<file path="src/fbtr_pkg.sv">
`timescale 1ns / 1ps
// ----------------------------------------------------------------------------
// fbtr_pkg
// Shared types and constants of the framebuffer text recognizer.
// ----------------------------------------------------------------------------
package fbtr_pkg;

  localparam int unsigned GLYPH_ENTRIES_DEF = 259;
  localparam int unsigned PAT_W   = 64;
  localparam int unsigned CODE_W  = 8;
  localparam int unsigned GLYPH_W = PAT_W + CODE_W + 1;  // {valid, code, pattern}
  localparam int unsigned QUEUE_DEPTH = 2;
  localparam int unsigned CNT_W = 8;

  localparam logic [PAT_W-1:0]  AMBIG_PATTERN = 64'h66003c6666663c00;
  localparam logic [CODE_W-1:0] CHAR_ALT      = 8'h95;
  localparam logic [CODE_W-1:0] CHAR_STD      = 8'h85;
  localparam logic [CODE_W-1:0] CHAR_SPACE    = 8'h20;
  localparam logic [CODE_W-1:0] CHAR_NUL      = 8'h00;

  localparam logic [7:0] MASK_2BPP_0 = 8'h88;
  localparam logic [7:0] MASK_2BPP_1 = 8'h44;
  localparam logic [7:0] MASK_2BPP_2 = 8'h22;
  localparam logic [7:0] MASK_2BPP_3 = 8'h11;
  localparam logic [7:0] MASK_4BPP_0 = 8'haa;
  localparam logic [7:0] MASK_4BPP_1 = 8'h55;

  localparam logic [1:0] CFG_BG_MASK = 2'd0;
  localparam logic [1:0] CFG_PIX_FMT = 2'd1;
  localparam logic [1:0] CFG_ALT_ROM = 2'd2;

  localparam logic [1:0] FMT_1BPP = 2'd0;
  localparam logic [1:0] FMT_2BPP = 2'd1;
  localparam logic [1:0] FMT_4BPP = 2'd2;
  localparam logic [1:0] FMT_RSVD = 2'd3;  // folds as four bits per pixel

  typedef enum logic [1:0] {
    CMD_LOAD = 2'd0,
    CMD_LINE = 2'd1,
    CMD_TTX  = 2'd2,
    CMD_EOS  = 2'd3
  } cmd_t;

  typedef enum logic [1:0] {
    ST_INIT,
    ST_IDLE,
    ST_SEARCH,
    ST_FIN
  } back_st_t;

  typedef struct packed {
    logic [7:0] bg_mask;
    logic [1:0] pix_fmt;
    logic       alt_rom;
  } cfg_t;

  // Request handed from front to back. For a finished cell kind is CMD_LINE.
  typedef struct packed {
    cmd_t              kind;
    logic [8:0]        idx;
    logic [PAT_W-1:0]  pat;
    logic [CODE_W-1:0] code;
    logic              row_end;
  } op_t;

endpackage

</file>
<file path="src/fbtr_queue.sv">
`timescale 1ns / 1ps
// ----------------------------------------------------------------------------
// fbtr_queue
// Short request queue between front and back.
// ----------------------------------------------------------------------------
module fbtr_queue (
  input  logic           clk,
  input  logic           rst_n,
  input  logic           push_valid,
  output logic           push_ready,
  input  fbtr_pkg::op_t  push_data,
  output logic           pop_valid,
  input  logic           pop_ready,
  output fbtr_pkg::op_t  pop_data
);

  localparam int unsigned QD  = fbtr_pkg::QUEUE_DEPTH;
  localparam int unsigned PW  = (QD > 1) ? $clog2(QD) : 1;
  localparam int unsigned CW  = $clog2(QD + 1);

  fbtr_pkg::op_t mem_r [QD];
  logic [PW-1:0] wr_ptr_r, wr_ptr_nxt;
  logic [PW-1:0] rd_ptr_r, rd_ptr_nxt;
  logic [CW-1:0] cnt_r, cnt_nxt;
  logic          do_push, do_pop;

  assign push_ready = (cnt_r != CW'(QD));
  assign pop_valid  = (cnt_r != '0);
  assign pop_data   = mem_r[rd_ptr_r];
  assign do_push    = push_valid && push_ready;
  assign do_pop     = pop_valid && pop_ready;

  always_comb begin
    wr_ptr_nxt = wr_ptr_r;
    rd_ptr_nxt = rd_ptr_r;
    cnt_nxt    = cnt_r;
    if (do_push) begin
      wr_ptr_nxt = (wr_ptr_r == PW'(QD - 1)) ? '0 : wr_ptr_r + PW'(1);
    end
    if (do_pop) begin
      rd_ptr_nxt = (rd_ptr_r == PW'(QD - 1)) ? '0 : rd_ptr_r + PW'(1);
    end
    if (do_push && !do_pop) begin
      cnt_nxt = cnt_r + CW'(1);
    end else if (do_pop && !do_push) begin
      cnt_nxt = cnt_r - CW'(1);
    end
  end

  always_ff @(posedge clk) begin
    if (!rst_n) begin
      wr_ptr_r <= '0;
      rd_ptr_r <= '0;
      cnt_r    <= '0;
    end else begin
      wr_ptr_r <= wr_ptr_nxt;
      rd_ptr_r <= rd_ptr_nxt;
      cnt_r    <= cnt_nxt;
    end
  end

  always_ff @(posedge clk) begin
    if (do_push) begin
      mem_r[wr_ptr_r] <= push_data;
    end
  end

endmodule

</file>
<file path="config.mk">
export PLATFORM = sky130hd
export DESIGN_NAME = fbtr_queue
export DESIGN_NICKNAME = d
export VERILOG_FILES = /design/src/fbtr_pkg.sv /design/src/fbtr_queue.sv
export SDC_FILE = /design/constraint.sdc
export NUM_CORES = 1
export LEC_CHECK = 0
export CORE_ASPECT_RATIO = 1.25
export CORE_UTILIZATION = 35
export DETAILED_ROUTE_END_ITERATION = 6
export DONT_BUFFER_PORTS = 1
export HOLD_SLACK_MARGIN = 0.15
export MAX_ROUTING_LAYER = met4
export PLACE_DENSITY_LB_ADDON = 0.2
export SETUP_SLACK_MARGIN = 0.2
export SLEW_MARGIN = 0
export SYNTH_ARGS = -nofsm -noshare
export SYNTH_HDL_FRONTEND = slang
export SYNTH_SLANG_ARGS = --single-unit
</file>
<file path="constraint.sdc">
create_clock -name clk -period 8.3 [get_ports clk]
set_input_delay 0.415 -clock clk [delete_from_list [all_inputs] [get_ports clk]]
set_output_delay 0.415 -clock clk [all_outputs]
set_load 0.02 [all_outputs]
</file>
==> results.json <==
{
  "start_kind": "flip-flop",
  "drv_cap": 0,
  "rsz0062_at_grt": "no",
  "status": "finished, final reports clean",
  "vias_per_cell": 4.72,
  "cts_buffers": 17,
  "grt_overflow": 0,
  "grt_pass1_vias": 3078,
  "syn_inst": 285,
  "leakagePower_nw": 2.60,
  "antenna_found_initial": 1,
  "relSlewSlack": 0.482,
  "worst_path_max_delay_cell": "dfxtp_4",
  "final.setup.tns_ns": 0,
  "die_h_um": 152,
  "ioPinCount": 174,
  "setup_viol": 0,
  "period_share": 0.319,
  "rows": 54,
  "drc_errors": 0,
  "gr-usage-all-layers": 0.126,
  "syn_area_um2": 6320,
  "ctsHtreeMaxLevel": 4,
  "drive_gt1_frac": 0.305,
  "place.detailed.hpwl_mm": 6.86,
  "path_cells": "buf_4, mux2_2",
  "max_slew.worst_pin.slew_ns": 0.776,
  "grt_max_degree": 44,
  "clkTransAtPathRegs_ns": 0.06,
  "cts_buffer_depth": 2,
  "initial_core_util": 0.360,
  "grt_pass1_wl_mm": 16.7,
  "fillers": 1544,
  "firstDrtPassIters": 4,
  "area_growth_pct": 25.5,
  "syn_area_per_cell_um2": 22.2,
  "max_freq_mhz": 377,
  "syn_nets": 374,
  "synth.ff_latch_count": 173,
  "gp_congestion": 0.659,
  "max_stage_delay_ns": 0.72,
  "slew_violations": 0,
  "die_area_um2": 18600,
  "drt_wl_total_mm": 11.1,
  "die_width_um": 122,
  "period_minus_slack_ns": 2.65,
  "root_buffer": "clkbuf_16",
  "worstHoldPathCells": 2,
  "cp_data_arrival_time_ns": 2.24,
  "nNetsFinal": 472,
  "worstSetupPathType": "reg -> out",
  "drtIter0Drc": 174,
  "wl_per_cell_um": 17.9,
  "layout_commonest_cell": "edfxtp_1",
  "io_buffers": 0,
  "critPathCaptureType": "output pin",
  "hold_class": "in -> reg",
  "cts_tree": "yes",
  "vias": 2924,
  "critPathMaxFanout": 43,
  "yosys_warnings": 0,
  "cts_resized": 0,
  "reg2regPathDepth": 4,
  "antenna_left": 0,
  "yosysSeqAreaShare": 0.814,
  "ir_drop_mv": 0.167,
  "cts_num_sinks": 173,
  "final_cell_mix": "edfxtp_1 (168), dlygate4sd3_1 (85), mux2_2 (84), clkbuf_16 (17)",
  "core_um2": 17600,
  "clock_latency_ns": 0.41,
  "power_density_nw_per_um2": 303,
  "required_ns": 7.89,
  "ys_types": 21,
  "total_power_mw": 2.40,
  "final_hold_viol_count": 0,
  "skew_ns": 0.00655
}
## per-stage QoR
step                      std cells  hold slack [ns]  instance area, um2  utilization  worst slack, ns
final                           619            0.210                7930        0.451             5.65
after global routing            619            0.181                7930        0.451             5.46
after CTS                       618            0.183                7930        0.451             5.55
after detailed placement        503            0.514                6550        0.373             5.89
after global placement          503            0.514                6550        0.373             5.95
after floorplan                 285            0.512                6320            -             5.24
## critical path, delay by kind of cell, from the launching register on
kind,cells,cell delay (ns)
flops,1,0.72
mux,1,0.48
buf+inv,1,0.58
## registers in the layout (all words and copies together), names as in the netlist, named ones only
signal,flops
mem_r,168
rd_ptr_r,1
wr_ptr_r,1
cnt_r,2
## area by class of cell
class	instances	area, um2	share of cell area
sequential	173	5150	0.649
inverter	1	5.00	0.000631
clock inverter	12	101	0.0128
tap	224	280	0.0353
multi-input combinational	102	1090	0.137
timing repair buffer	88	873	0.110
clock buffer	18	429	0.0541
antenna	1	2.50	0.000316
## kinds of logic after synthesis
kind of cell	count (synthesis)	share of synthesized area
buffers and inverters	10	0.0141
AO/OA/AOI/OAI	5	0.00554
flip-flops	173	0.814
adder cells (fa/ha/maj)	1	0.00198
AND/OR/NAND/NOR	9	0.0103
XOR/XNOR	3	0.00416
multiplexers	84	0.150
## per-layer routing
metal	track usage	vias to the layer above	wire length (um)
met5	-	-	0
met4	0.0523	0	164
met3	0.0528	12	859
met2	0.205	102	5790
met1	0.135	1485	4270
li1	-	1325	-
## repair_timing
| action | in CTS | in global routing |
|---|---|---|
| hold endpoints to repair | 173 | 0 |
| buffers inserted | 0 | 0 |
| hold buffers | 85 | 0 |
## power breakdown
group	internal, mW	total (mW)	switching [mW]
sequential	1.09	1.15	0.0545
combinational	0.196	0.544	0.348
clock	0.406	0.714	0.307
total	1.70	2.40	0.709
## cell usage after synthesis
cell,instances,share of area
a21bo_2,1,0.0016
o21ai_1,1,0.00079
xor2_1,1,0.0014
mux2_2,84,0.15
inv_1,1,0.00059
nand2b_4,1,0.0022
buf_2,2,0.0016
nand3b_1,1,0.0012
ha_1,1,0.0020
buf_6,6,0.011
edfxtp_1,168,0.80
or2_2,1,0.00099
and3_1,1,0.00099
or3_1,1,0.00099
a21boi_1,1,0.0012
o21ai_0,1,0.00079
and2_1,4,0.0040
buf_4,1,0.0012
dfxtp_1,5,0.016
xnor2_1,2,0.0028
a21boi_0,1,0.0012
## final timing paths
kind	start	to	slack, ns
min	push_valid	wr_ptr_r$_SDFFE_PN0P_	0.21
min reg2reg	cnt_r[1]$_SDFFE_PN0P_	cnt_r[1]$_SDFFE_PN0P_	0.56
max	flip-flop	pop_data[59]	5.65
max reg2reg	cnt_r[0]$_SDFFE_PN0P_	mem_r[0][6]$_DFFE_PP_	5.96
No activity file was read; power rests on OpenSTA's default activity.
