## src/fbtr_pkg.sv

```systemverilog
`timescale 1ns / 1ps
// ----------------------------------------------------------------------------
// fbtr_pkg
// Shared types and constants of the framebuffer text recognizer.
// ----------------------------------------------------------------------------
package fbtr_pkg;

  localparam int unsigned GLYPH_ENTRIES_DEF = 259;
  localparam int unsigned PAT_W   = 64;
  localparam int unsigned CODE_W  = 8;
  localparam int unsigned GLYPH_W = PAT_W + CODE_W + 1;  // {valid, code, pattern}
  localparam int unsigned QUEUE_DEPTH = 2;
  localparam int unsigned CNT_W = 8;

  localparam logic [PAT_W-1:0]  AMBIG_PATTERN = 64'h66003c6666663c00;
  localparam logic [CODE_W-1:0] CHAR_ALT      = 8'h95;
  localparam logic [CODE_W-1:0] CHAR_STD      = 8'h85;
  localparam logic [CODE_W-1:0] CHAR_SPACE    = 8'h20;
  localparam logic [CODE_W-1:0] CHAR_NUL      = 8'h00;

  localparam logic [7:0] MASK_2BPP_0 = 8'h88;
  localparam logic [7:0] MASK_2BPP_1 = 8'h44;
  localparam logic [7:0] MASK_2BPP_2 = 8'h22;
  localparam logic [7:0] MASK_2BPP_3 = 8'h11;
  localparam logic [7:0] MASK_4BPP_0 = 8'haa;
  localparam logic [7:0] MASK_4BPP_1 = 8'h55;

  localparam logic [1:0] CFG_BG_MASK = 2'd0;
  localparam logic [1:0] CFG_PIX_FMT = 2'd1;
  localparam logic [1:0] CFG_ALT_ROM = 2'd2;

  localparam logic [1:0] FMT_1BPP = 2'd0;
  localparam logic [1:0] FMT_2BPP = 2'd1;
  localparam logic [1:0] FMT_4BPP = 2'd2;
  localparam logic [1:0] FMT_RSVD = 2'd3;  // folds as four bits per pixel

  typedef enum logic [1:0] {
    CMD_LOAD = 2'd0,
    CMD_LINE = 2'd1,
    CMD_TTX  = 2'd2,
    CMD_EOS  = 2'd3
  } cmd_t;

  typedef enum logic [1:0] {
    ST_INIT,
    ST_IDLE,
    ST_SEARCH,
    ST_FIN
  } back_st_t;

  typedef struct packed {
    logic [7:0] bg_mask;
    logic [1:0] pix_fmt;
    logic       alt_rom;
  } cfg_t;

  // Request handed from front to back. For a finished cell kind is CMD_LINE.
  typedef struct packed {
    cmd_t              kind;
    logic [8:0]        idx;
    logic [PAT_W-1:0]  pat;
    logic [CODE_W-1:0] code;
    logic              row_end;
  } op_t;

endpackage

```

## src/fbtr_front.sv

```systemverilog
`timescale 1ns / 1ps
// ----------------------------------------------------------------------------
// fbtr_front
// Input side: folds raster lines into cells and queues requests.
// ----------------------------------------------------------------------------
module fbtr_front (
  input  logic                        clk,
  input  logic                        rst_n,
  input  logic                        in_valid,
  output logic                        in_ready,
  input  fbtr_pkg::cmd_t              cmd,
  input  logic [8:0]                  entry_index,
  input  logic [fbtr_pkg::PAT_W-1:0]  glyph_pattern,
  input  logic [fbtr_pkg::CODE_W-1:0] glyph_code,
  input  logic [7:0]                  byte0,
  input  logic [7:0]                  byte1,
  input  logic [7:0]                  byte2,
  input  logic [7:0]                  byte3,
  input  logic                        row_end,
  input  logic                        run,
  input  fbtr_pkg::cfg_t              cfg,
  output logic                        q_valid,
  input  logic                        q_ready,
  output fbtr_pkg::op_t               q_data
);

  logic [fbtr_pkg::PAT_W-1:0] cell_r, cell_nxt;
  logic [2:0]                 lcnt_r, lcnt_nxt;
  logic [7:0]                 b0, b1, b2, b3, fold;
  logic                       accept;

  assign in_ready = run && q_ready;
  assign accept   = in_valid && in_ready;
  assign b0 = byte0 ^ cfg.bg_mask;
  assign b1 = byte1 ^ cfg.bg_mask;
  assign b2 = byte2 ^ cfg.bg_mask;
  assign b3 = byte3 ^ cfg.bg_mask;

  always_comb begin
    case (cfg.pix_fmt)
      fbtr_pkg::FMT_1BPP: fold = b0;
      fbtr_pkg::FMT_2BPP: fold = {|(b0 & fbtr_pkg::MASK_2BPP_0), |(b0 & fbtr_pkg::MASK_2BPP_1),
                                  |(b0 & fbtr_pkg::MASK_2BPP_2), |(b0 & fbtr_pkg::MASK_2BPP_3),
                                  |(b1 & fbtr_pkg::MASK_2BPP_0), |(b1 & fbtr_pkg::MASK_2BPP_1),
                                  |(b1 & fbtr_pkg::MASK_2BPP_2), |(b1 & fbtr_pkg::MASK_2BPP_3)};
      default:            fold = {|(b0 & fbtr_pkg::MASK_4BPP_0), |(b0 & fbtr_pkg::MASK_4BPP_1),
                                  |(b1 & fbtr_pkg::MASK_4BPP_0), |(b1 & fbtr_pkg::MASK_4BPP_1),
                                  |(b2 & fbtr_pkg::MASK_4BPP_0), |(b2 & fbtr_pkg::MASK_4BPP_1),
                                  |(b3 & fbtr_pkg::MASK_4BPP_0), |(b3 & fbtr_pkg::MASK_4BPP_1)};
    endcase
  end

  always_comb begin
    cell_nxt        = cell_r;
    lcnt_nxt        = lcnt_r;
    q_valid         = 1'b0;
    q_data.kind     = cmd;
    q_data.idx      = entry_index;
    q_data.pat      = glyph_pattern;
    q_data.code     = glyph_code;
    q_data.row_end  = row_end;
    if (accept) begin
      unique case (cmd)
        fbtr_pkg::CMD_LOAD: begin
          q_valid = 1'b1;
        end
        fbtr_pkg::CMD_LINE: begin
          q_data.pat = {cell_r[fbtr_pkg::PAT_W-9:0], fold};
          if (lcnt_r != 3'd7) begin
            cell_nxt = q_data.pat;
            lcnt_nxt = lcnt_r + 3'd1;
          end else begin
            q_valid  = 1'b1;
            cell_nxt = '0;
            lcnt_nxt = '0;
          end
        end
        fbtr_pkg::CMD_TTX: begin
          q_data.code = byte0;
          q_valid     = 1'b1;
        end
        fbtr_pkg::CMD_EOS: begin
          q_valid  = 1'b1;
          cell_nxt = '0;
          lcnt_nxt = '0;
        end
        default: ;
      endcase
    end
  end

  always_ff @(posedge clk) begin
    if (!rst_n) begin
      cell_r <= '0;
      lcnt_r <= '0;
    end else begin
      cell_r <= cell_nxt;
      lcnt_r <= lcnt_nxt;
    end
  end

endmodule

```

## config.mk

```make
export PLATFORM = sky130hd
export DESIGN_NAME = fbtr_front
export DESIGN_NICKNAME = d
export VERILOG_FILES = /design/src/fbtr_pkg.sv /design/src/fbtr_front.sv
export SDC_FILE = /design/constraint.sdc
export NUM_CORES = 1
export LEC_CHECK = 0
export BUFFER_PORTS_ARGS = -buffer_cell sky130_fd_sc_hd__buf_2
export CAP_MARGIN = 20
export CORE_ASPECT_RATIO = 0.7
export CORE_MARGIN = 2
export CORE_UTILIZATION = 40
export DETAILED_ROUTE_END_ITERATION = 16
export PLACE_DENSITY_LB_ADDON = 0.3
export SYNTH_ARGS = -nofsm -noshare
export SYNTH_HDL_FRONTEND = slang
export SYNTH_SLANG_ARGS = --single-unit
export TNS_END_PERCENT = 100
```

## constraint.sdc

```tcl
create_clock -name clk -period 4.99 [get_ports clk]
set_clock_uncertainty 0.2 [all_clocks]
set_input_delay 0 -clock clk [delete_from_list [all_inputs] [get_ports clk]]
set_output_delay 0 -clock clk [all_outputs]
set_load 0.005 [all_outputs]
```

==> flow_summary.yaml <==
logic_synthesis:
  synth_fa_ha_area_share_pct: 0.666
  avgSynthCellArea_sq_um: 8.83
  syn-num-nets: 559
  synth_top_cells_by_area: "dfxtp_1, mux2_2, a21boi_0"
  ys_async_sr_fraction_pct: 0
  synth_top_cell_by_area: "dfxtp_1"
  synth.area.mux_share_pct: 20.1
  syn_area_sq_um: 3750
  synthDominantCellAreaShare_pct: 31.5
  syn_inst: 425
  yosysWarnings: 0
  synthFlopType: "dfxtp_1"
  synth_top_family_by_area: "multiplexers"
  synth_compound_area_share_pct: 16.0
  ys_ff_latch: 59
  synth_most_common_cell: "mux2_2"
  ys_top_cells_by_count: "mux2_2, dfxtp_1, nand2_1, nand3_1, a21boi_0"
  synthXorXnorAreaFrac_pct: 7.46
  ys_seq_area_share_pct: 31.5
  synthDistinctLibCells: 31
  synth_edf_count: 0
  synth-simple-area-share_pct: 17.1
setup_path:
  critPathKind: "in2out"
  cp.arrival_ps: 2460
  critPathLaunchType: "primary input"
  end_kind: "output pin"
  critPathRequiredTime_ps: 4790
  crit_fanout: 36
status:
  status: "finished, final reports clean"
worst_hold_path:
  min_path_type: "in2reg"
timing:
  min_period_ps: 2660
  hold_violations: 0
  finalSetupTns_ps: 0
  slew_violations: 0
  fmaxAchievable_mhz: 375
  whs_ps: 39.3
  maxSlewHeadroom_pct: 37.7
  grt_setup_unrepaired: "false"
  setup_viol: 0
  tightest_slew_ps: 934
  period_share_pct: 53.4
die:
  coreArea_sq_um: 9110
  die_w_um: 120
  io_pins: 218
  rows: 29
  die_h_um: 85.1
  start_util_pct: 41.2
  die_area_sq_um: 10200
cts:
  post_cts_buffers: 0
  cts-resized-gates: 0
  cts_sinks: 59
  cts-root-buf: "clkbuf_16"
  cts_buffers: 9
  htree_num_levels: 3
  clk_pin_slew_ps: 50
  cts_tree: "done"
  clk_latency_ps: 320
  postCtsHoldBufs: 12
  clockBufferDepth: 2
grt:
  grt_pass1_vias: 3504
  grt_pass1_wl_um: 16200
  grt_max_degree: 66
  grt-ovfl-total: 0
  grt.total_usage_pct: 19.7
  antenna_found_initial: 0
power_and_ir_drop:
  ir_drop_uv: 118
  leakage_nw: 2.11
  power_density_nw_per_um2: 259
  p_total_w: 0.00132
placed_design:
  gp_congestion: 0.809
  io_buffer_count: 196
  post-dp-hpwl_um: 7510
routing:
  viasPerCell: 5.08
  drtIter0Drc: 223
  drtAntennaViolNets: 0
  vias: 3710
  drt-total-wl_um: 10400
  drc_errors: 0
  wl_per_cell_um: 14.2
  dr.pass1.iters: 5
cells_and_area:
  diodes: 0
  drive_gt1_share_pct: 47.2
  utilization_pct: 56.0
  finalNetCount: 735
  synthToLayoutAreaGrowth_pct: 35.9
flow_run:
  max_cap_viol_count: 0
## routing by layer
| metal | vias to the layer above | part of all wire (%) | global-route usage, % |
|---|---|---|---|
| met1 | 1713 | 45 | 25.8 |
| met4 | 0 | 0.82 | 5.24 |
| met2 | 143 | 47 | 32.8 |
| li1 | 1842 | - | - |
| met5 | - | 0 | 0 |
| met3 | 12 | 7.0 | 4.64 |
## worst max-delay path, cell delays in order
cell and delay [ps]:
dlygate4sd3_1 530, buf_2 200, nor2_4 680, buf_4 520
mux2_2 390, buf_2 130
## registers in the layout, indices dropped and copies added, names as in the netlist
name / flops
cell_r: 56
lcnt_r: 3
## stage by stage
step	worst slack, ps	std cells	area [sq um]
final	2330	730	5100
after global routing	2190	730	5100
after CTS	2310	729	5080
after detailed placement	2410	701	4650
after global placement	2470	701	4650
after floorplan	3290	425	3750
## final cells by class
| class | instances | area, sq um |
|---|---|---|
| clock buffer | 12 | 267 |
| fill | 827 | 4010 |
| sequential | 59 | 1180 |
| timing repair buffer | 211 | 1140 |
| multi-input combinational | 320 | 2320 |
| tap | 124 | 155 |
| clock inverter | 4 | 47.5 |
## power by group
group	switching (W)	total (W)	internal [W]
registers	0.00000120	0.000474	0.000473
logic	0.0000969	0.000213	0.000117
clock network	0.000209	0.000634	0.000425
total	0.000307	0.00132	0.00101
## placed cells by master, fill, tap and decap left out, types with 3 or more instances in the layout
master	n
a21boi_0	50
a21oi_1	9
buf_2	196
clkbuf_16	9
clkbuf_8	3
dfxtp_1	59
dlygate4sd3_1	12
mux2_2	66
nand2_1	53
nand3_1	53
nor2_1	7
nor2b_1	5
nor3b_1	6
o21ai_0	12
o31a_1	4
o41ai_1	4
xnor2_1	4
xor2_1	28
## worst paths after layout
path                            depth (start not counted)  slack (ps)        from    endpoint
worst min-delay path                                    5          40    byte0[6]   cell_r[6]
worst max register to register                          6        3040   lcnt_r[0]   cell_r[0]
worst min register to register                          2         270  cell_r[48]  cell_r[48]
worst max-delay path                                    6        2330      cmd[1]  q_data[71]
## cells by family after synthesis
kind of cell | count (synthesis)
muxes | 67
adders and majority gates | 2
xor gates and xnor gates | 32
DFF | 59
buffers and inverters | 46
AOI/OAI and AO/OA | 85
and+or+nand+nor | 134
No activity file was read; power rests on OpenSTA's default activity.
